`src/sv/ptr_pkg.sv`:
```
// Shared types and constants for the packet timestamp rebaser.
`default_nettype none

package ptr_pkg;

    localparam int unsigned UsecPerSec = 1000000;
    localparam int unsigned JumpSec    = 60;
    localparam int unsigned DivSteps   = 96;
    localparam int unsigned CntW       = $clog2(DivSteps);

    localparam logic [47:0] SecMax  = 48'h7FFF_FFFF_FFFF;
    localparam logic [47:0] SecMin  = 48'h8000_0000_0000;
    localparam logic [48:0] QClip   = 49'h1_0000_0000_0000;
    localparam logic [47:0] DurMax  = 48'hFFFF_FFFF_FFFF;
    localparam logic [19:0] UsecMax = 20'd999999;

    localparam logic [2:0] CFG_LIVE_MODE  = 3'd0;
    localparam logic [2:0] CFG_TB_NUM     = 3'd1;
    localparam logic [2:0] CFG_TB_DEN     = 3'd2;
    localparam logic [2:0] CFG_FPS_NUM    = 3'd3;
    localparam logic [2:0] CFG_FPS_DEN    = 3'd4;
    localparam logic [2:0] CFG_IS_VIDEO   = 3'd5;
    localparam logic [2:0] CFG_SUB_STREAM = 3'd6;

    typedef struct packed {
        logic        live;
        logic [30:0] num;      // zero already replaced by one
        logic [30:0] den;
        logic [30:0] fps_num;
        logic [30:0] fps_den;
        logic        fps_ok;
        logic [7:0]  sub_stream;
    } cfg_t;

    typedef enum logic [4:0] {
        OP_NONE,
        OP_LOAD,
        OP_RESYNC,
        OP_CORRUPT,
        OP_ANCHOR,
        OP_ACCUM,
        OP_SET_DELTA,
        OP_SET_DUR,
        OP_SET_ZERO,
        OP_SET_FPSQ,
        OP_RPL_PREP,
        OP_MUL_LO,
        OP_MUL_HI,
        OP_MUL_F1,
        OP_MUL_F2,
        OP_MUL_US,
        OP_DIV_DEN,
        OP_DIV_FPS,
        OP_SAVE_Q,
        OP_LIVE_UPD,
        OP_RPL_OUT,
        OP_FIN
    } dp_op_t;

    typedef struct packed {
        logic resync;
        logic corrupt;
        logic live;
        logic known;
        logic pv;
        logic backward;
        logic big;
        logic dur_nz;
        logic fps_ok;
        logic div_done;
    } dp_st_t;

    typedef enum logic [3:0] {
        S_IDLE,
        S_EVAL,
        S_MLO,
        S_MHI,
        S_DGO,
        S_DWAIT,
        S_POST,
        S_JMP,
        S_F2,
        S_SAVEQ,
        S_MUS,
        S_LUPD,
        S_RUPD,
        S_FIN,
        S_OUT
    } state_t;

    typedef enum logic [2:0] {
        PH_CHECK,
        PH_DELTA,
        PH_FPS,
        PH_RPL,
        PH_USL,
        PH_USR
    } phase_t;

endpackage

`default_nettype wire

```
`src/sv/ptr_cfg.sv`:
```
// Configuration register file.
`default_nettype none

module ptr_cfg (
    input  wire logic        clk,
    input  wire logic        rst_n,
    input  wire logic        cfg_valid,
    output logic             cfg_ready,
    input  wire logic [2:0]  cfg_index,
    input  wire logic [31:0] cfg_data,
    output ptr_pkg::cfg_t    cfg
);
    import ptr_pkg::*;

    logic        live_reg;
    logic [30:0] tb_num_reg;
    logic [30:0] tb_den_reg;
    logic [30:0] fps_num_reg;
    logic [30:0] fps_den_reg;
    logic        is_video_reg;
    logic [7:0]  sub_reg;

    assign cfg_ready = 1'b1;

    always_ff @(posedge clk or negedge rst_n)
    begin
        if (!rst_n)
        begin
            live_reg     <= 1'b1;
            tb_num_reg   <= 31'd1;
            tb_den_reg   <= 31'd90000;
            fps_num_reg  <= '0;
            fps_den_reg  <= '0;
            is_video_reg <= 1'b0;
            sub_reg      <= '0;
        end
        else if (cfg_valid)
        begin
            unique case (cfg_index)
                CFG_LIVE_MODE:  live_reg     <= cfg_data[0];
                CFG_TB_NUM:     tb_num_reg   <= cfg_data[30:0];
                CFG_TB_DEN:     tb_den_reg   <= cfg_data[30:0];
                CFG_FPS_NUM:    fps_num_reg  <= cfg_data[30:0];
                CFG_FPS_DEN:    fps_den_reg  <= cfg_data[30:0];
                CFG_IS_VIDEO:   is_video_reg <= cfg_data[0];
                CFG_SUB_STREAM: sub_reg      <= cfg_data[7:0];
                default:        ;
            endcase
        end
    end

    always_comb
    begin
        cfg.live       = live_reg;
        cfg.num        = (tb_num_reg == '0) ? 31'd1 : tb_num_reg;
        cfg.den        = (tb_den_reg == '0) ? 31'd1 : tb_den_reg;
        cfg.fps_num    = fps_num_reg;
        cfg.fps_den    = fps_den_reg;
        cfg.fps_ok     = is_video_reg && (fps_num_reg != '0) && (fps_den_reg != '0);
        cfg.sub_stream = sub_reg;
    end

endmodule

`default_nettype wire

```
`config.mk`:
```
export PLATFORM = sky130hd
export DESIGN_NAME = ptr_cfg
export DESIGN_NICKNAME = d
export VERILOG_FILES = /design/src/sv/ptr_pkg.sv /design/src/sv/ptr_cfg.sv
export SDC_FILE = /design/constraint.sdc
export NUM_CORES = 1
export LEC_CHECK = 0
export BUFFER_PORTS_ARGS = -buffer_cell sky130_fd_sc_hd__buf_2
export CAP_MARGIN = 0
export CORE_ASPECT_RATIO = 0.9
export CORE_MARGIN = 2
export CORE_UTILIZATION = 55
export CTS_BUF_LIST = sky130_fd_sc_hd__clkbuf_16
export CTS_CLUSTER_SIZE = 25
export DETAILED_ROUTE_END_ITERATION = 6
export GPL_ROUTABILITY_DRIVEN = 0
export PLACE_DENSITY_LB_ADDON = 0.12
export SLEW_MARGIN = 10
export SYNTH_ARGS = -nofsm -noshare
export SYNTH_HDL_FRONTEND = slang
export SYNTH_SLANG_ARGS = --single-unit
```
`constraint.sdc`:
```
create_clock -name clk -period 1.8 [get_ports clk]
set_input_delay 0.09 -clock clk [delete_from_list [all_inputs] [get_ports clk]]
set_output_delay 0.09 -clock clk [all_outputs]
set_load 0.01 [all_outputs]
```
# == Word-level counts from Yosys, hierarchy flattened ==
# Cells that the tools add are included.
# Widths: inputs -> output; s select.
# classes
eq_ne,6
mux,2
reduce_logical,14
# op_table
operator,n
$logic_not 31->1,2
$mux 31,2
$reduce_bool 31->1,2
$reduce_and 2->1,7
$eq 3x3->1 const B,3
$eq 3x2->1 const B,2
$eq 3x1->1 const B,1
$logic_not 3->1,1
$logic_and 1x1->1,2
# word_totals
register_bits,134
inputBits,38
word_cells,29

# == Longest topological paths before layout ==
# Gate-level depths: netlist (run 1).
# depth
depth_word,3
mapped_depth,4
depth_no_buf,4

# == Worst setup path after synthesis (run 1) ==
# OpenSTA, ideal clock, no wires.
# synth_timing
kind,input-to-reg
from,input port cfg_index[2]
to,register tb_den_reg[0]
setup_ns,0.125
arrival_ns,1.073
required_ns,1.675
path_slack_ns,0.602
stages,4
n_path_buf,1
path_cell_list,nand2b_1 -> nor3b_2 -> buf_2 -> mux2_2
# synth_between
elab_chain_len,2
# synth_lines
item,line,rtl
start: declaration,ptr_cfg.sv:9,"input wire logic [2:0] cfg_index,"
$eq 3x2->1,ptr_cfg.sv:39,unique case (cfg_index)
$reduce_and 2->1 (no line),n/a,
end signal: assignment,ptr_cfg.sv:42,CFG_TB_DEN: tb_den_reg <= cfg_data[30:0];
end: declaration,ptr_cfg.sv:17,logic [30:0] tb_den_reg;
# No other way between the ends.
# A chain may end at the register's enable or synchronous reset.

==> results of run 1 <==
metrics by stage:
| stage | hold slack, ns | setup TNS [ns] |
|---|---|---|
| 5_1_grt | 0.0148 | -0.197 |
| 3_5_place_dp | 0.0652 | 0 |
| 6_report | 0.0139 | -0.0612 |
| 4_1_cts | 0.00262 | -0.0873 |
| 2_1_floorplan | -0.206 | 0 |
| 3_3_place_gp | 0.0655 | 0 |
metal layers:
layer  up-vias  global-route usage  share of wire
met3        30              0.0976          0.070
met4         0               0.101          0.024
met5         -                   0              0
li1       1704                   -              -
met2       142               0.416           0.47
met1      1959               0.373           0.44
cell families after synthesis:
family          synth area share
other cells             0.000677
mux                        0.273
buf+inv                   0.0556
flops                      0.608
simple gates              0.0594
compound gates           0.00361
Yosys cell counts (all sizes together):
cell / number / area share
buf: 14 / 0.015
clkbuf: 60 / 0.041
conb: 1 / 0.00068
dfrtp: 123 / 0.56
dfstp: 11 / 0.052
mux2: 134 / 0.27
nand2: 1 / 0.00068
nand2b: 1 / 0.0011
nand4: 8 / 0.0090
nand4b: 3 / 0.0047
nor2: 2 / 0.0014
nor3: 6 / 0.0063
nor3b: 2 / 0.0045
nor4: 28 / 0.032
o21ai: 1 / 0.00090
o21bai: 2 / 0.0027
critical path, delay by kind of cell, from the launching register on:
kind	cells	cell delay, ns
AO/OA/AOI/OAI	1	0.16
AND/OR/NAND/NOR	3	0.49
buffers and inverters	2	0.30
flip-flops	1	0.41
power by group:
group	total (uW)	leakage (uW)	internal, uW	switching, uW
clock network	3350	0.000289	2130	1220
logic	2190	0.00153	1150	1040
registers	4360	0.00159	3730	630
worst min path at each step:
| stage | startpoint | end | slack (ns) | cells after the start |
|---|---|---|---|---|
| 3_5_place_dp | rst_n | sub_reg[5] | 0.07 | 1 |
| 2_1_floorplan | rst_n | fps_den_reg[0] | -0.21 | 0 |
| 6_report | cfg_data[7] | tb_den_reg[7] | 0.01 | 2 |
| 4_1_cts | cfg_data[7] | tb_den_reg[7] | 0.003 | 2 |
| 5_1_grt | cfg_data[7] | tb_den_reg[7] | 0.01 | 2 |
| 3_3_place_gp | rst_n | sub_reg[7] | 0.07 | 1 |
cell usage in the layout, fill, tap and decap left out, types with 7 or more instances in the layout:
cell type and count:
buf_2 169, buf_4 11, clkbuf_16 17, dfrtp_1 123
dfstp_2 11, dlygate4sd3_1 29, mux2_2 128, nand4_1 8
nor4_1 14, nor4_2 7, nor4_4 7
final cells by class:
class	instances	area, um^2	share of cell area
repair buffers	214	1310	0.176
flip-flops and latches	134	3370	0.452
clock buffers	17	425	0.0571
multi-input cells	189	2040	0.274
well taps	126	158	0.0212
clock inverters	15	145	0.0195
timing repair:
item	in CTS	in global routing
buffers inserted	1	2
hold buffers	29	0
hold endpoints to repair	155	0
gates cloned	0	0
pin swaps	3	6
setup endpoints to repair	3	3
resized for setup	17	7
==> flow_metrics.tcl, run 1 <==
set metrics [dict create \
    status "finished, violations left" \
    violations "setup timing" \
    hold_viol 0 \
    synth-seq-cells 134 \
    leakage_uw 0.00341 \
    setup_viol 1 \
    start_util 0.568 \
    vdd_ir_drop_max_mv 1.07 \
    cpPeakStageDelay_ns 0.41 \
    syn_area_um2 5540 \
    end_kind "primary output" \
    layout.cells.non_filler 695 \
    drt-wirelength-per-cell_um 20.4 \
    ant_nets 0 \
    fin_crit_sh 1.03 \
    r2r_cells 2 \
    fillers 602 \
    critPathSlowestCell "dfrtp_1" \
    htreeDepth 4 \
    area_delta_synth_final_pct 34.5 \
    grt_usage 0.277 \
    grt_pass1_wl_um 22200 \
    dp_cells 631 \
    cts_tree "yes" \
    cap_viol_max_count 0 \
    die_y_um 99.2 \
    hold_path_class "input pin to flop" \
    rows 34 \
    drtIter0Drc 222 \
    fin_crit_ns 1.86 \
    grt_pass1_vias 3979 \
    insertion_delay_ns 0.41 \
    synthCells 397 \
    die_area_um2 10900 \
    setup_slack_ns -0.0612 \
    yosysWarnings 0 \
    crit_chain "nor4_4 -> buf_4 -> nand4_1 -> o21ai_1 -> nor2_1 -> buf_2" \
    grt_max_degree 51 \
    core_um2 9740 \
    via_per_inst 5.52 \
    n_antenna_cell 0 \
    syn_avg_cell_area_um2 13.9 \
    r2r-start "fps_num_reg[30]" \
    final_core_util 0.764 \
    nets 594 \
    grt_setup_unrepaired "yes" \
    cts_buffer_depth 2 \
    required_ns 1.71 \
    drive_above_1_share 0.649 \
    gr-total-overflow 0 \
    num_vias 3835 \
    dpl_cell_area_um2 6400 \
    drc_errors 0 \
    critPathCapture "cfg[8]" \
    dpl.hpwl_um 9960 \
    drt-total-wl_um 14200 \
    r2r_end "fps_num_reg[30]" \
    skew_ns 0 \
    clock.fmax_ghz 0.537 \
    p_per_area_nw_per_um2 1330 \
    drv_slew 0 \
    syn_nets 435 \
    boundaryPins 173 \
    crit_arrival_ns 1.77 \
    worstMarginPinSlew_ns 0.526 \
    fp.dieW_um 110 \
    clkSinkCount 134 \
    io_buffers 170 \
    power_uw 9890 \
    crit_fanout 2 \
    worst_setup_path_start_kind "flop" \
    slew_headroom 0.647 \
    pre_cts_ws_ns 0.168 \
    reg2reg_slack_ns 0.86 \
    clk_pin_slew_ns 0.05 \
    synth_cell_types 19 \
    crit_path_start "fps_num_reg[1]" \
    path_class "flop to primary output" \
    first_pass_iters 4 \
    cts_made_buffers 17 \
    antenna_found_initial 0 \
    final_area_um2 7440 \
    cts-root-buf "clkbuf_16" \
    ys_seq_area_frac 0.608 \
]
(Power assumes the default switching activity.)
==> run 2: changes to the inputs <==
Settings changed: HOLD_SLACK_MARGIN set to 0.02.
==> flow_metrics.tcl, run 2 (synthesis results as in run 1) <==
set metrics [dict create \
    dpl.hpwl_um 9960 \
    drt-wirelength-per-cell_um 20.4 \
    cpPeakStageDelay_ns 0.41 \
    via_per_inst 5.51 \
    io_buffers 170 \
    fp.dieW_um 110 \
    nets 596 \
    pre_cts_ws_ns 0.168 \
    p_per_area_nw_per_um2 1330 \
    first_pass_iters 4 \
    slew_headroom 0.646 \
    antenna_found_initial 0 \
    layout_common_cells "buf_2, mux2_2, dfrtp_1" \
    setup_slack_ns -0.0705 \
    drc_errors 0 \
    layout_commonest_cell "buf_2" \
    required_ns 1.71 \
    area_delta_synth_final_pct 34.8 \
    hold_viol 0 \
    vdd_ir_drop_max_mv 1.06 \
    die_area_um2 10900 \
    clk_pin_slew_ns 0.05 \
    worst_setup_path_start_kind "flop" \
    worstMarginPinSlew_ns 0.528 \
    gr-total-overflow 0 \
    core_um2 9740 \
    leakage_uw 0.00342 \
    ant_nets 0 \
    grt_pass1_wl_um 22200 \
    clkSinkCount 134 \
    fin_crit_ns 1.87 \
    num_vias 3842 \
    cts-root-buf "clkbuf_16" \
    insertion_delay_ns 0.40 \
    n_antenna_cell 0 \
    fillers 600 \
    cp_num_buf_inv 2 \
    cap_viol_max_count 0 \
    setup_viol 1 \
    path_class "flop to primary output" \
    fin_crit_sh 1.04 \
    grt_max_degree 51 \
    register_area_um2 3370 \
    boundaryPins 173 \
    hold_path_class "input pin to flop" \
    skew_ns 0 \
    grt_pass1_vias 3989 \
    crit_arrival_ns 1.78 \
    grt_usage 0.277 \
    cts_made_buffers 17 \
    final_area_um2 7460 \
    drtIter0Drc 197 \
    rows 34 \
    status "finished, violations left" \
    clock.fmax_ghz 0.535 \
    critPathSlowestCell "dfrtp_1" \
    cts_buffer_depth 2 \
    drv_slew 0 \
    cpLargestDelayFamily "simple AND/OR/NAND/NOR gates" \
    crit_chain "nor4_4 -> buf_4 -> nand4_1 -> o21ai_1 -> nor2_1 -> buf_2" \
    die_y_um 99.2 \
    drt-total-wl_um 14200 \
    grt_setup_unrepaired "yes" \
    end_kind "primary output" \
    cts_tree "yes" \
    violations "setup timing" \
    dpl_cell_area_um2 6400 \
    start_util 0.568 \
    crit_fanout 2 \
    drive_above_1_share 0.646 \
    multi_input_comb_area_um2 2040 \
    htreeDepth 4 \
]
[run 2: area by class of cell]
cell class                      instances  share of cell area
Clock buffer                           17              0.0570
Multi-Input combinational cell        189               0.273
Sequential cell                       134               0.451
Tap cell                              126              0.0211
Timing Repair Buffer                  216               0.178
Clock inverter                         15              0.0194
[run 2: worst paths after layout]
| kind | startpoint | end | cells after the start | slack, ns |
|---|---|---|---|---|
| max | fps_num_reg[1] | cfg[8] | 6 | -0.07 |
| min | cfg_data[0] | fps_num_reg[0] | 2 | 0.05 |
| max reg2reg | fps_num_reg[30] | fps_num_reg[30] | 2 | 0.86 |
| min reg2reg | sub_reg[7] | sub_reg[7] | 1 | 0.50 |
| max in group asynchronous | rst_n | live_reg | 3 | 0.96 |
| min in group asynchronous | rst_n | tb_den_reg[5] | 2 | 0.20 |
[run 2: where the power goes]
group	leakage (uW)	switching, uW	internal [uW]
Sequential	0.00159	632	3730
Clock	0.000289	1210	2130
Combinational	0.00154	1040	1150
[run 2: metrics by stage]
step,std cells,total power [uW],utilization,TNS [ns],hold WS [ns]
5_1_grt,697,10400,0.766,-0.200,0.0471
2_1_floorplan,397,5400,-,0,-0.206
3_3_place_gp,631,6280,0.657,0,0.0655
4_1_cts,695,9890,0.759,-0.0873,0.0361
3_5_place_dp,631,6380,0.657,0,0.0652
6_report,697,9890,0.766,-0.0705,0.0507
[run 2: layer usage]
metal | vias to the layer above | wire length, um | global-route usage
li1 | 1702 | - | -
met1 | 1960 | 6100 | 0.373
met2 | 154 | 6790 | 0.417
met3 | 26 | 1020 | 0.0976
met4 | 0 | 319 | 0.101
met5 | - | 0 | 0
[run 2: repair_timing]
| action | in CTS | in global routing |
|---|---|---|
| setup buffers | 1 | 2 |
| setup endpoints to repair | 3 | 3 |
| gates resized for setup | 17 | 7 |
| hold endpoints to repair | 173 | 0 |
| hold buffers | 31 | 0 |
| pin swaps | 3 | 6 |
