File: src/sv/ptr_pkg.sv
// Shared types and constants for the packet timestamp rebaser.
`default_nettype none

package ptr_pkg;

    localparam int unsigned UsecPerSec = 1000000;
    localparam int unsigned JumpSec    = 60;
    localparam int unsigned DivSteps   = 96;
    localparam int unsigned CntW       = $clog2(DivSteps);

    localparam logic [47:0] SecMax  = 48'h7FFF_FFFF_FFFF;
    localparam logic [47:0] SecMin  = 48'h8000_0000_0000;
    localparam logic [48:0] QClip   = 49'h1_0000_0000_0000;
    localparam logic [47:0] DurMax  = 48'hFFFF_FFFF_FFFF;
    localparam logic [19:0] UsecMax = 20'd999999;

    localparam logic [2:0] CFG_LIVE_MODE  = 3'd0;
    localparam logic [2:0] CFG_TB_NUM     = 3'd1;
    localparam logic [2:0] CFG_TB_DEN     = 3'd2;
    localparam logic [2:0] CFG_FPS_NUM    = 3'd3;
    localparam logic [2:0] CFG_FPS_DEN    = 3'd4;
    localparam logic [2:0] CFG_IS_VIDEO   = 3'd5;
    localparam logic [2:0] CFG_SUB_STREAM = 3'd6;

    typedef struct packed {
        logic        live;
        logic [30:0] num;      // zero already replaced by one
        logic [30:0] den;
        logic [30:0] fps_num;
        logic [30:0] fps_den;
        logic        fps_ok;
        logic [7:0]  sub_stream;
    } cfg_t;

    typedef enum logic [4:0] {
        OP_NONE,
        OP_LOAD,
        OP_RESYNC,
        OP_CORRUPT,
        OP_ANCHOR,
        OP_ACCUM,
        OP_SET_DELTA,
        OP_SET_DUR,
        OP_SET_ZERO,
        OP_SET_FPSQ,
        OP_RPL_PREP,
        OP_MUL_LO,
        OP_MUL_HI,
        OP_MUL_F1,
        OP_MUL_F2,
        OP_MUL_US,
        OP_DIV_DEN,
        OP_DIV_FPS,
        OP_SAVE_Q,
        OP_LIVE_UPD,
        OP_RPL_OUT,
        OP_FIN
    } dp_op_t;

    typedef struct packed {
        logic resync;
        logic corrupt;
        logic live;
        logic known;
        logic pv;
        logic backward;
        logic big;
        logic dur_nz;
        logic fps_ok;
        logic div_done;
    } dp_st_t;

    typedef enum logic [3:0] {
        S_IDLE,
        S_EVAL,
        S_MLO,
        S_MHI,
        S_DGO,
        S_DWAIT,
        S_POST,
        S_JMP,
        S_F2,
        S_SAVEQ,
        S_MUS,
        S_LUPD,
        S_RUPD,
        S_FIN,
        S_OUT
    } state_t;

    typedef enum logic [2:0] {
        PH_CHECK,
        PH_DELTA,
        PH_FPS,
        PH_RPL,
        PH_USL,
        PH_USR
    } phase_t;

endpackage

`default_nettype wire

File: src/sv/ptr_ctrl.sv
// Controller state machine sequencing the datapath.
`default_nettype none

module ptr_ctrl (
    input  wire logic        clk,
    input  wire logic        rst_n,
    input  wire logic        in_valid,
    output logic             in_stall,
    output logic             out_valid,
    input  wire logic        out_stall,
    input  wire ptr_pkg::dp_st_t st,
    output ptr_pkg::dp_op_t  op
);
    import ptr_pkg::*;

    state_t state_reg, state_next;
    phase_t phase_reg, phase_next;

    always_ff @(posedge clk or negedge rst_n)
    begin
        if (!rst_n)
        begin
            state_reg <= S_IDLE;
            phase_reg <= PH_CHECK;
        end
        else
        begin
            state_reg <= state_next;
            phase_reg <= phase_next;
        end
    end

    // next state
    always_comb
    begin
        state_next = state_reg;
        phase_next = phase_reg;
        unique case (state_reg)
            S_IDLE:
                if (in_valid)
                    state_next = S_EVAL;
            S_EVAL:
            begin
                priority if (st.resync)
                    state_next = S_IDLE;
                else if (st.corrupt)
                    state_next = S_OUT;
                else if (st.live && (!st.known || !st.pv))
                    state_next = S_FIN;
                else if (st.live && st.backward)
                    state_next = S_JMP;
                else if (st.live)
                begin
                    state_next = S_MLO;
                    phase_next = PH_CHECK;
                end
                else
                begin
                    state_next = S_MLO;
                    phase_next = PH_RPL;
                end
            end
            S_MLO:   state_next = S_MHI;
            S_MHI:   state_next = S_DGO;
            S_DGO:   state_next = S_DWAIT;
            S_DWAIT:
                if (st.div_done)
                    state_next = S_POST;
            S_POST:
            begin
                unique case (phase_reg)
                    PH_CHECK:
                        if (st.big)
                            state_next = S_JMP;
                        else
                        begin
                            state_next = S_SAVEQ;
                            phase_next = PH_USL;
                        end
                    PH_DELTA:
                    begin
                        state_next = S_SAVEQ;
                        phase_next = PH_USL;
                    end
                    PH_FPS:
                    begin
                        state_next = S_MLO;
                        phase_next = PH_DELTA;
                    end
                    PH_RPL:
                    begin
                        state_next = S_SAVEQ;
                        phase_next = PH_USR;
                    end
                    PH_USL:  state_next = S_LUPD;
                    PH_USR:  state_next = S_RUPD;
                    default: state_next = S_IDLE;
                endcase
            end
            S_JMP:
            begin
                if (!st.dur_nz && st.fps_ok)
                    state_next = S_F2;
                else
                begin
                    state_next = S_MLO;
                    phase_next = PH_DELTA;
                end
            end
            S_F2:
            begin
                state_next = S_DGO;
                phase_next = PH_FPS;
            end
            S_SAVEQ: state_next = S_MUS;
            S_MUS:   state_next = S_DGO;
            S_LUPD:  state_next = S_FIN;
            S_RUPD:  state_next = S_FIN;
            S_FIN:   state_next = S_OUT;
            S_OUT:
                if (!out_stall)
                    state_next = S_IDLE;
            default: state_next = S_IDLE;
        endcase
    end

    // outputs
    always_comb
    begin
        op        = OP_NONE;
        in_stall  = 1'b1;
        out_valid = 1'b0;
        unique case (state_reg)
            S_IDLE:
            begin
                in_stall = 1'b0;
                if (in_valid)
                    op = OP_LOAD;
            end
            S_EVAL:
            begin
                priority if (st.resync)
                    op = OP_RESYNC;
                else if (st.corrupt)
                    op = OP_CORRUPT;
                else if (st.live && !st.known)
                    op = OP_ANCHOR;
                else if (st.live && !st.pv)
                    op = OP_ACCUM;
                else if (st.live && st.backward)
                    op = OP_NONE;
                else if (st.live)
                    op = OP_SET_DELTA;
                else
                    op = OP_RPL_PREP;
            end
            S_MLO: op = OP_MUL_LO;
            S_MHI: op = OP_MUL_HI;
            S_DGO: op = (phase_reg == PH_FPS) ? OP_DIV_FPS : OP_DIV_DEN;
            S_POST:
                if (phase_reg == PH_FPS)
                    op = OP_SET_FPSQ;
            S_JMP:
            begin
                priority if (st.dur_nz)
                    op = OP_SET_DUR;
                else if (st.fps_ok)
                    op = OP_MUL_F1;
                else
                    op = OP_SET_ZERO;
            end
            S_F2:    op = OP_MUL_F2;
            S_SAVEQ: op = OP_SAVE_Q;
            S_MUS:   op = OP_MUL_US;
            S_LUPD:  op = OP_LIVE_UPD;
            S_RUPD:  op = OP_RPL_OUT;
            S_FIN:   op = OP_FIN;
            S_OUT:   out_valid = 1'b1;
            default: op = OP_NONE;
        endcase
    end

endmodule

`default_nettype wire

File: config.mk
export PLATFORM = sky130hd
export DESIGN_NAME = ptr_ctrl
export DESIGN_NICKNAME = d
export VERILOG_FILES = /design/src/sv/ptr_pkg.sv /design/src/sv/ptr_ctrl.sv
export SDC_FILE = /design/constraint.sdc
export NUM_CORES = 1
export LEC_CHECK = 0
export ABC_AREA = 1
export BUFFER_PORTS_ARGS = -buffer_cell sky130_fd_sc_hd__buf_2
export CAP_MARGIN = 20
export CORE_ASPECT_RATIO = 0.9
export CORE_MARGIN = 5
export CORE_UTILIZATION = 30
export DETAILED_ROUTE_END_ITERATION = 12
export SLEW_MARGIN = 20
export SYNTH_ARGS = -nofsm -noshare
export SYNTH_HDL_FRONTEND = slang
export SYNTH_SLANG_ARGS = --single-unit
File: constraint.sdc
create_clock -name clk -period 1.7 [get_ports clk]
set_input_delay 0.34 -clock clk [delete_from_list [all_inputs] [get_ports clk]]
set_output_delay 0.34 -clock clk [all_outputs]
set_load 0.02 [all_outputs]
* After elaboration in Yosys (flattened, before gate mapping)
Cells that the tools add are included. Widths: inputs -> output; s select.
Operators by class: eq/ne operators 29, mux-type cells 34, reduce and logical (&&, ||, !) cells 17
Operators by type and width (number):
- $pmux 5 s13 | 1
- $mux 4 | 16
- $pmux 4 s12 | 1
- $eq 4x4->1 const B | 7
- $mux 3 | 8
- $pmux 3 s4 | 2
- $pmux 4 s5 | 1
- $eq 4x3->1 const B | 4
- $ne 2x2->1 const B | 8
- $eq 4x2->1 const B | 2
- $reduce_and 8->1 | 1
- $eq 3x2->1 const B | 2
- $eq 3x3->1 const B | 2
- $logic_and 1x1->1 | 5
- $ne 5x5->1 const B | 1
- $eq 4x1->1 const B | 1
- $logic_not 4->1 | 1
- $mux 1 | 4
- $reduce_bool 4->1 | 1
- $reduce_or 2->1 | 2
- $eq 3x1->1 const B | 1
- $logic_not 1->1 | 3
- $logic_not 3->1 | 1
- $ne 3x3->1 const B | 1
- 4 further kinds | 4
Storage, ports and cells: bits in registers 7, bits of input ports 14, output and inout port bits 7, word-level logic and storage cells 82

* Longest topological paths before layout
Gate-level depths: netlist of the first run.
depth in word-level cells 7, gate-level depth with buffers 10, mapped depth without buffers 9

* Worst setup path after synthesis of the first run
No wires, ideal clock.
path kind register -> output, from register state_reg[0], to output port op[0], arrival time 1272 ps, required time 1360 ps, setup slack 88 ps, cell stages (with the launch flop) 7, path buffers 1, path through dfrtp_1 buf_4 nor2_1 nand2_1 nor2_1 a31oi_1 nand4_1
On the way: cells in the longest elaborated chain, start to end 2, elaborated cells on any way between the ends 14, classes of those cells 12 x eq/ne; 1 x mux; 1 x reduce/logical
Ends and longest elaborated chain:
- start, declared | line ptr_ctrl.sv:16 | state_t state_reg, state_next;
- start signal, assigned | line ptr_ctrl.sv:28 | state_reg <= state_next;
- $eq 4x4->1 (tied with other cells) | line ptr_ctrl.sv:133 | unique case (state_reg)
- $pmux 5 s13 (*) | line ptr_ctrl.sv:133
- end, declared | line ptr_ctrl.sv:12 | output ptr_pkg::dp_op_t op
Mark *: on every way between the ends. The rest lies on a longest branch, timed or not.

* Final worst setup path of the first run
from register state_reg[3], to output port op[3]
Same word-level chain as after synthesis.

==> results.json, run 1 <==
{
  "status": "finished, violations left",
  "violations": "setup timing",
  "detail_route.wl_per_cell_microns": 11.5,
  "min_period_ps": 1910,
  "routed_wl_microns": 2760,
  "die_w_microns": 66.4,
  "firstDrtPassIters": 4,
  "cts_tree": "yes",
  "clock_latency_ps": 250,
  "die_y_microns": 60.8,
  "worst_ep_required_time_ps": 1360,
  "fin_skew_ps": 5.16,
  "grtUsageTotal_pct": 14.1,
  "ys_ff_latch": 7,
  "syn_inst": 157,
  "fin_area_sq_um": 1290,
  "dp_hpwl_microns": 2160,
  "post-route-util_pct": 46.8,
  "synth_cell_types": 24,
  "drc": 0,
  "worst_slew_pin_slew_ps": 241,
  "ys_seq_area_share_pct": 20.4,
  "die_area_sq_um": 4040,
  "finalCritPeriodShare_pct": 112,
  "hold_path_class": "input pin to flop",
  "hold_viol_final": 0,
  "start_util_pct": 31.3,
  "htreeDepth": 1,
  "syn_nets": 171,
  "drive_above_1_share_pct": 39.2,
  "fmaxAchievable_ghz": 0.524,
  "power.leakage_nw": 0.721,
  "area_growth_pct": 49.6,
  "dr.first_iter.drc_count": 50,
  "cts.sinks": 7,
  "crit_path_end_kind": "output pin",
  "ir_worst_vdd_mv": 0.865,
  "rows": 18,
  "cp.arrival_ps": 1570,
  "power.total_w": 0.00233,
  "yosysWarnings": 0,
  "cts_made_buffers": 3,
  "crit_fanout": 4,
  "largest_register_ffs": 4,
  "portBuffers": 20,
  "final_cell_mix": "46 x nand2_1, 19 x nor2_1, 19 x buf_4",
  "detail-route-antenna-nets": 0,
  "vias_per_cell": 4.79,
  "finalSetupViolCount": 5,
  "cts_root_buffer": "clkbuf_4",
  "p_per_area_nw_per_um2": 1810,
  "nNetsFinal": 214,
  "clockPowerShare_pct": 6.3,
  "clk_path_buf_depth": 2,
  "grt_setup_unrepaired": "true",
  "grt_max_degree": 8,
  "dpl_cell_area_sq_um": 1080,
  "netlist_area_sq_um": 860,
  "diodes": 0,
  "slew_headroom_pct": 83.9,
  "grt_pass1_wl_microns": 4370,
  "gp_congestion": 0.866,
  "antenna_found_initial": 0,
  "ios": 21,
  "swShare_pct": 52.4,
  "layout_commonest_cell": "nand2_1",
  "comb_power_share_pct": 76.6,
  "p_sw_w": 0.00122,
  "p_int_w": 0.00111,
  "syn_avg_cell_area_sq_um": 5.47,
  "via_count": 1145,
  "power_frac_seq_pct": 17.1,
  "core_sq_um": 2750,
  "crit_type": "flop to output pin",
  "pre_cts_slack_ps": 41.0,
  "cts.clk_slew.worst_paths_ps": 50,
  "grt_pass1_vias": 1053,
  "final.setup.worst_slack_ps": -209,
  "start_kind": "flop",
  "overflow": 0,
  "slew_viol_final": 0,
  "drv_cap": 0
}
area by class of cell:
| type | instances | area (sq um) |
|---|---|---|
| fillers | 315 | 1460 |
| well taps | 40 | 50.0 |
| multi-input cells | 127 | 672 |
| clock buffers | 4 | 26.3 |
| flip-flops and latches | 7 | 180 |
| inverters | 22 | 85.1 |
| repair buffers | 39 | 273 |
critical path, cell delays in order, from the launching register on:
cell	delay (ps)
dfrtp_2	460
inv_2	110
nor2_4	60
nand2_2	100
o211ai_1	130
a21oi_1	230
nand2_1	100
buf_6	140
cells in the mapped netlist:
cell       number  area share, %
a21oi_1         7            4.1
a22oi_1         1           0.87
a31oi_1         2            1.5
buf_4           1           0.87
dfrtp_1         7             20
inv_1          19            8.3
inv_2           3            1.3
nand2_1        53             23
nand2_2         2            1.5
nand3_1        13            7.6
nand3_2         2            2.3
nand4_1         3            2.2
nor2_1         23             10
nor2_2          4            2.9
nor2_4          2            2.6
nor3_1          2            1.2
o2111ai_1       1            1.0
o211ai_1        1           0.87
o21ai_0         6            3.5
o21ai_1         1           0.58
o21ai_2         1            1.0
o21bai_1        1           0.87
o22ai_1         1           0.73
or2_2           1           0.73
timing repair:
action	CTS	global route
buffers inserted	6	1
endpoints found under the hold margin	7	0
gates resized for setup	31	10
hold buffers	1	0
setup endpoints to repair	6	6
pin swaps	5	4
path summary, 6_finish.rpt:
check / startpoint / endpoint / cells past startpoint / slack [ps]
setup / recovery: state_reg[3]$_DFFE_PN0P_ / op[3] / 7 / -210
hold / removal: out_stall / state_reg[1]$_DFFE_PN0P_ / 3 / 340
setup reg to reg: state_reg[2]$_DFFE_PN0P_ / phase_reg[2]$_DFFE_PN0P_ / 8 / 150
hold reg to reg: phase_reg[1]$_DFFE_PN0P_ / phase_reg[1]$_DFFE_PN0P_ / 2 / 540
max in group asynchronous: rst_n / state_reg[0]$_DFFE_PN0P_ / 2 / 1070
min in group asynchronous: rst_n / state_reg[3]$_DFFE_PN0P_ / 2 / 450
metrics by stage:
stage / TNS (ps) / std cells / hold slack (ps)
6_report: -535 / 239 / 342
5_1_grt: -932 / 239 / 358
4_1_cts: -332 / 238 / 342
3_5_place_dp: 0 / 227 / 185
3_3_place_gp: 0 / 227 / 182
2_1_floorplan: 0 / 157 / 44.4
power by group through the flow:
| stage | Clock, W | Sequential, W | Combinational (W) |
|---|---|---|---|
| final | 0.000146 | 0.000398 | 0.00178 |
| after global routing | 0.000166 | 0.000410 | 0.00194 |
| after CTS | 0.000151 | 0.000378 | 0.00167 |
| after detailed placement | 0 | 0.000364 | 0.00139 |
| after global placement | 0 | 0.000362 | 0.00140 |
| after floorplan | 0 | 0.000328 | 0.000959 |
cells by family (layout without fill, tap and decap cells):
logic type      after synthesis  after routing  synth area share (%)
compound gates               22             22                  15.0
buf+inv                      23             65                  10.5
simple gates                105            105                  54.1
flops                         7              7                  20.4
metal layers:
metal	vias up	wire length (microns)	track usage, %	part of all wire [%]
li1	590	-	-	-
met3	4	133	3.15	4.8
met1	515	1260	18.8	46
met5	-	0	0	0
met4	0	49	3.48	1.8
met2	36	1310	23.2	48
Note: power is estimated with default switching activity, not from simulation.
==> run 2: changes to the inputs <==
--- a/config.mk
+++ b/config.mk
@@ -6,13 +6,13 @@
 export NUM_CORES = 1
 export LEC_CHECK = 0
 export ABC_AREA = 1
-export BUFFER_PORTS_ARGS = -buffer_cell sky130_fd_sc_hd__buf_2
+export ABC_CLOCK_PERIOD_IN_PS = 1700
+export BUFFER_PORTS_ARGS = -buffer_cell sky130_fd_sc_hd__clkbuf_2
 export CAP_MARGIN = 20
 export CORE_ASPECT_RATIO = 0.9
 export CORE_MARGIN = 5
 export CORE_UTILIZATION = 30
 export DETAILED_ROUTE_END_ITERATION = 12
-export SLEW_MARGIN = 20
 export SYNTH_ARGS = -nofsm -noshare
 export SYNTH_HDL_FRONTEND = slang
 export SYNTH_SLANG_ARGS = --single-unit
==> results.json, run 2 (synthesized netlist as in run 1, its figures left out) <==
{
  "dp_hpwl_microns": 2140,
  "dp_cells": 228,
  "hold_ws_ps": 338,
  "final.setup.worst_slack_ps": -139,
  "gp_congestion": 0.859,
  "clock_latency_ps": 240,
  "drive_above_1_share_pct": 38.2,
  "path_delay_family": "simple AND/OR/NAND/NOR gates",
  "cp.arrival_ps": 1500,
  "instances_no_fill": 239,
  "hold_viol_final": 0,
  "detail-route-antenna-nets": 0,
  "rows": 18,
  "crit_fanout": 6,
  "post-route-util_pct": 46.9,
  "nNetsFinal": 214,
  "cts_tree": "yes",
  "power.total_w": 0.00230,
  "cp.buffers_inverters": 2,
  "core_sq_um": 2750,
  "start_kind": "flop",
  "status": "finished, violations left",
  "cts.sinks": 7,
  "critPathLaunch": "state_reg[0]$_DFFE_PN0P_",
  "grt_pass1_vias": 1048,
  "vias_per_cell": 4.79,
  "critPathSlowestCell": "dfrtp_2",
  "routed_wl_microns": 2700,
  "r2r_start": "state_reg[0]$_DFFE_PN0P_",
  "layout_commonest_cell": "nand2_1",
  "cts.clk_slew.worst_paths_ps": 50,
  "via_count": 1144,
  "power.leakage_nw": 0.721,
  "p_per_area_nw_per_um2": 1790,
  "die_w_microns": 66.4,
  "critical-path-max-stage-delay_ps": 420,
  "drv_cap": 0,
  "cts_made_buffers": 3,
  "grt_setup_unrepaired": "true",
  "fin_skew_ps": 1.54,
  "start_util_pct": 31.3,
  "largest_register_ffs": 4,
  "cts_root_buffer": "clkbuf_4",
  "slew_headroom_pct": 82.3,
  "grtUsageTotal_pct": 14.3,
  "grt_max_degree": 8,
  "setup_tns_ps": -460,
  "grt_pass1_wl_microns": 4490,
  "final_cell_mix": "49 x nand2_1, 19 x nor2_1, 19 x buf_4",
  "min_from": "out_stall",
  "clk_path_buf_depth": 2,
  "fmaxAchievable_ghz": 0.544,
  "finalSetupViolCount": 5,
  "ir_worst_vdd_mv": 1.11,
  "antenna_found_initial": 0,
  "slew_viol_final": 0,
  "htreeDepth": 1,
  "finalCritPeriodShare_pct": 108,
  "area_growth_pct": 49.8,
  "min_period_ps": 1840,
  "die_y_microns": 60.8,
  "drc": 0,
  "path_common_cell": "nand2_1",
  "ios": 21,
  "detail_route.wl_per_cell_microns": 11.3,
  "firstDrtPassIters": 4,
  "hold_path_class": "input pin to flop",
  "diodes": 0,
  "cp_cell_sequence": "nand2_1 -> inv_1 -> nand2_1 -> nor2_1 -> a21oi_2 -> nand4_1 -> clkbuf_8",
  "portBuffers": 20,
  "crit_path_end_kind": "output pin",
  "fillerInstances": 305,
  "die_area_sq_um": 4040,
  "crit_type": "flop to output pin",
  "dr.first_iter.drc_count": 58,
  "overflow": 0,
  "violations": "setup timing",
  "worst_slew_pin_slew_ps": 265,
  "worst_ep_required_time_ps": 1360
}
run 2: path summary, 6_finish.rpt:
kind	to	slack [ps]	cells after the start
max in group asynchronous	state_reg[0]$_DFFE_PN0P_	1050	2
worst max register to register	phase_reg[1]$_DFFE_PN0P_	140	9
worst max-delay path	op[0]	-140	7
worst min register to register	phase_reg[1]$_DFFE_PN0P_	540	2
worst min-delay path	state_reg[1]$_DFFE_PN0P_	340	3
min in group asynchronous	state_reg[3]$_DFFE_PN0P_	470	2
run 2: what timing repair did:
item / CTS / global route
resized for setup: 23 / 18
hold endpoints to repair: 7 / 0
buffers inserted: 5 / 1
pin swaps: 2 / 3
hold buffers: 1 / 0
endpoints found under the setup margin: 6 / 7
run 2: area by class of cell:
cell class	count	area [sq um]	share of cell area (%)
tap	40	50.0	3.89
sequential	7	180	14.0
multi-input combinational	127	669	52.0
clock buffer	4	26.3	2.04
inverter	22	82.6	6.41
timing repair buffer	39	279	21.7
run 2: power by group:
group          internal (W)  leakage (nW)  switching (W)
sequential         0.000253        0.0841       0.000121
combinational      0.000775         0.622        0.00101
clock             0.0000892        0.0150      0.0000553
total               0.00112         0.721        0.00119
run 2: layer usage:
metal / vias up / wire (microns) / share of wire [%] / GRT usage, %
met4: 0 / 0 / 0 / 1.74
li1: 596 / - / - / -
met1: 512 / 1300 / 48 / 19.9
met5: - / 0 / 0 / 0
met2: 36 / 1260 / 47 / 23.8
met3: 0 / 137 / 5.1 / 2.78
run 2: per-stage QoR:
stage,setup WS [ps],cell area (sq um)
2_1_floorplan,87.5,860
3_3_place_gp,27.6,1090
3_5_place_dp,44.3,1090
4_1_cts,-117,1230
5_1_grt,-212,1290
6_report,-139,1290
run 2: worst register-to-register path, cell delays in order, from the launching register on:
cell     delay [ps]
dfrtp_2         450
buf_4           170
nand3_4         100
inv_2            60
buf_4           130
buf_4           130
o21ai_2          90
nand4_1         180
nand2_1         100
nand2_1          50
==> run 3: changes to the inputs <==
--- a/config.mk
+++ b/config.mk
@@ -9,7 +9,7 @@
 export ABC_CLOCK_PERIOD_IN_PS = 1700
 export BUFFER_PORTS_ARGS = -buffer_cell sky130_fd_sc_hd__clkbuf_2
 export CAP_MARGIN = 20
-export CORE_ASPECT_RATIO = 0.9
+export CORE_ASPECT_RATIO = 1.75
 export CORE_MARGIN = 5
 export CORE_UTILIZATION = 30
 export DETAILED_ROUTE_END_ITERATION = 12
==> results.json, run 3 (synthesized netlist as in run 1, its figures left out) <==
{
  "slew_viol_final": 0,
  "grt_pass1_vias": 1248,
  "grt_pass1_wl_microns": 5090,
  "ios": 21,
  "instances_no_fill": 235,
  "finalSetupViolCount": 5,
  "crit_type": "flop to output pin",
  "min_period_ps": 1800,
  "final_cell_mix": "46 x nand2_1, 27 x buf_4, 18 x nor2_1",
  "detail-route-antenna-nets": 0,
  "detail_route.wl_per_cell_microns": 13.0,
  "drive_above_1_share_pct": 42.8,
  "die_w_microns": 50.5,
  "dp_cells": 226,
  "grt_setup_unrepaired": "true",
  "crit_fanout": 4,
  "cts_root_buffer": "clkbuf_8",
  "dr.first_iter.drc_count": 36,
  "grt_max_degree": 8,
  "nNetsFinal": 223,
  "htreeDepth": 1,
  "multiInputGateArea_sq_um": 684,
  "p_per_area_nw_per_um2": 1860,
  "rows": 25,
  "hold_viol_final": 0,
  "power.leakage_nw": 0.778,
  "diodes": 0,
  "dp_hpwl_microns": 2560,
  "grtUsageTotal_pct": 16.1,
  "drc": 0,
  "cts.sinks": 7,
  "slew_headroom_pct": 85.1,
  "start_util_pct": 31.6,
  "fin_skew_ps": 3.11,
  "via_count": 1193,
  "vias_per_cell": 5.08,
  "crit_path_end_kind": "output pin",
  "power.total_w": 0.00257,
  "fillerInstances": 287,
  "final.setup.worst_slack_ps": -100,
  "worst_ep_required_time_ps": 1360,
  "die_area_sq_um": 4080,
  "cp.arrival_ps": 1460,
  "portBuffers": 20,
  "finalCritPeriodShare_pct": 106,
  "ir_worst_vdd_mv": 1.02,
  "worst_slew_pin_slew_ps": 223,
  "start_kind": "flop",
  "layout_commonest_cell": "nand2_1",
  "gp_congestion": 0.858,
  "drv_cap": 0,
  "area_growth_pct": 60.6,
  "routed_wl_microns": 3050,
  "hold_path_class": "input pin to flop",
  "antenna_found_initial": 0,
  "clock_latency_ps": 230,
  "core_sq_um": 2720,
  "clk_path_buf_depth": 2,
  "cts.clk_slew.worst_paths_ps": 40,
  "firstDrtPassIters": 4,
  "largest_register_ffs": 4,
  "cts_made_buffers": 3,
  "violations": "setup timing",
  "regArea_sq_um": 180,
  "status": "finished, violations left",
  "overflow": 0,
  "cts_tree": "yes",
  "fmaxAchievable_ghz": 0.555,
  "die_y_microns": 80.8
}
## run 3: cell types whose count changed in the layout (fill, tap and decap cells not counted), moves of 2 or more
cell      before  now
nand2_2        5    7
clkbuf_4       3    0
buf_4         19   27
clkbuf_8       1    6
nand2_1       49   46
## run 3: final cells by class
type,count,area share [%]
Clock buffer,4,3.26
Multi-Input combinational cell,127,49.6
Inverter,22,6.17
Timing Repair Buffer,48,25.5
Sequential cell,7,13.1
Tap cell,27,2.45
## run 3: repair_timing
| action | CTS | global route |
|---|---|---|
| resized for setup | 37 | 9 |
| setup endpoints to repair | 5 | 5 |
| pin swaps | 7 | 8 |
| buffers inserted | 2 | 2 |
| hold buffers | 1 | 0 |
| endpoints found under the hold margin | 7 | 0 |
## run 3: worst paths after layout
| path | from | endpoint | slack, ps | cells after the start |
|---|---|---|---|---|
| max | state_reg[3]$_DFFE_PN0P_ | op[0] | -100 | 6 |
| min | out_stall | state_reg[1]$_DFFE_PN0P_ | 400 | 3 |
| max reg2reg | state_reg[3]$_DFFE_PN0P_ | phase_reg[1]$_DFFE_PN0P_ | 10 | 9 |
| min reg2reg | phase_reg[1]$_DFFE_PN0P_ | phase_reg[1]$_DFFE_PN0P_ | 600 | 3 |
| max in group asynchronous | rst_n | state_reg[0]$_DFFE_PN0P_ | 1030 | 2 |
| min in group asynchronous | rst_n | state_reg[1]$_DFFE_PN0P_ | 480 | 2 |
## run 3: report_power, final
part / total [W] / internal [W] / switching, W
registers: 0.000370 / 0.000254 / 0.000117
logic: 0.00197 / 0.000890 / 0.00108
clock network: 0.000232 / 0.000162 / 0.0000696
## run 3: critical path, stage by stage, from the launching register on
cell	delay, ps
dfrtp_2	460
nor2_4	190
nand3_4	140
nor2_4	120
a21oi_2	60
nand4_1	110
clkbuf_8	160
## run 3: layer usage
metal / up-vias / share of wire [%] / track usage [%]
met3: 12 / 4.2 / 2.39
met2: 43 / 57 / 31.8
met5: - / 0 / 0
met1: 530 / 34 / 14.9
met4: 0 / 4.4 / 8.18
li1: 608 / - / -
## run 3: per-stage QoR
| stage | TNS [ps] | cell area [sq um] | utilization (%) | worst slack [ps] | hold slack, ps |
|---|---|---|---|---|---|
| final | -358 | 1380 | 50.7 | -100 | 396 |
| after global routing | -1030 | 1380 | 50.7 | -176 | 418 |
| after CTS | -310 | 1340 | 49.3 | -70.5 | 389 |
| after detailed placement | -8.08 | 1160 | 42.6 | -8.08 | 191 |
| after global placement | -17.2 | 1160 | 42.6 | -17.2 | 189 |
| after floorplan | 0 | 860 | - | 87.5 | 44.4 |
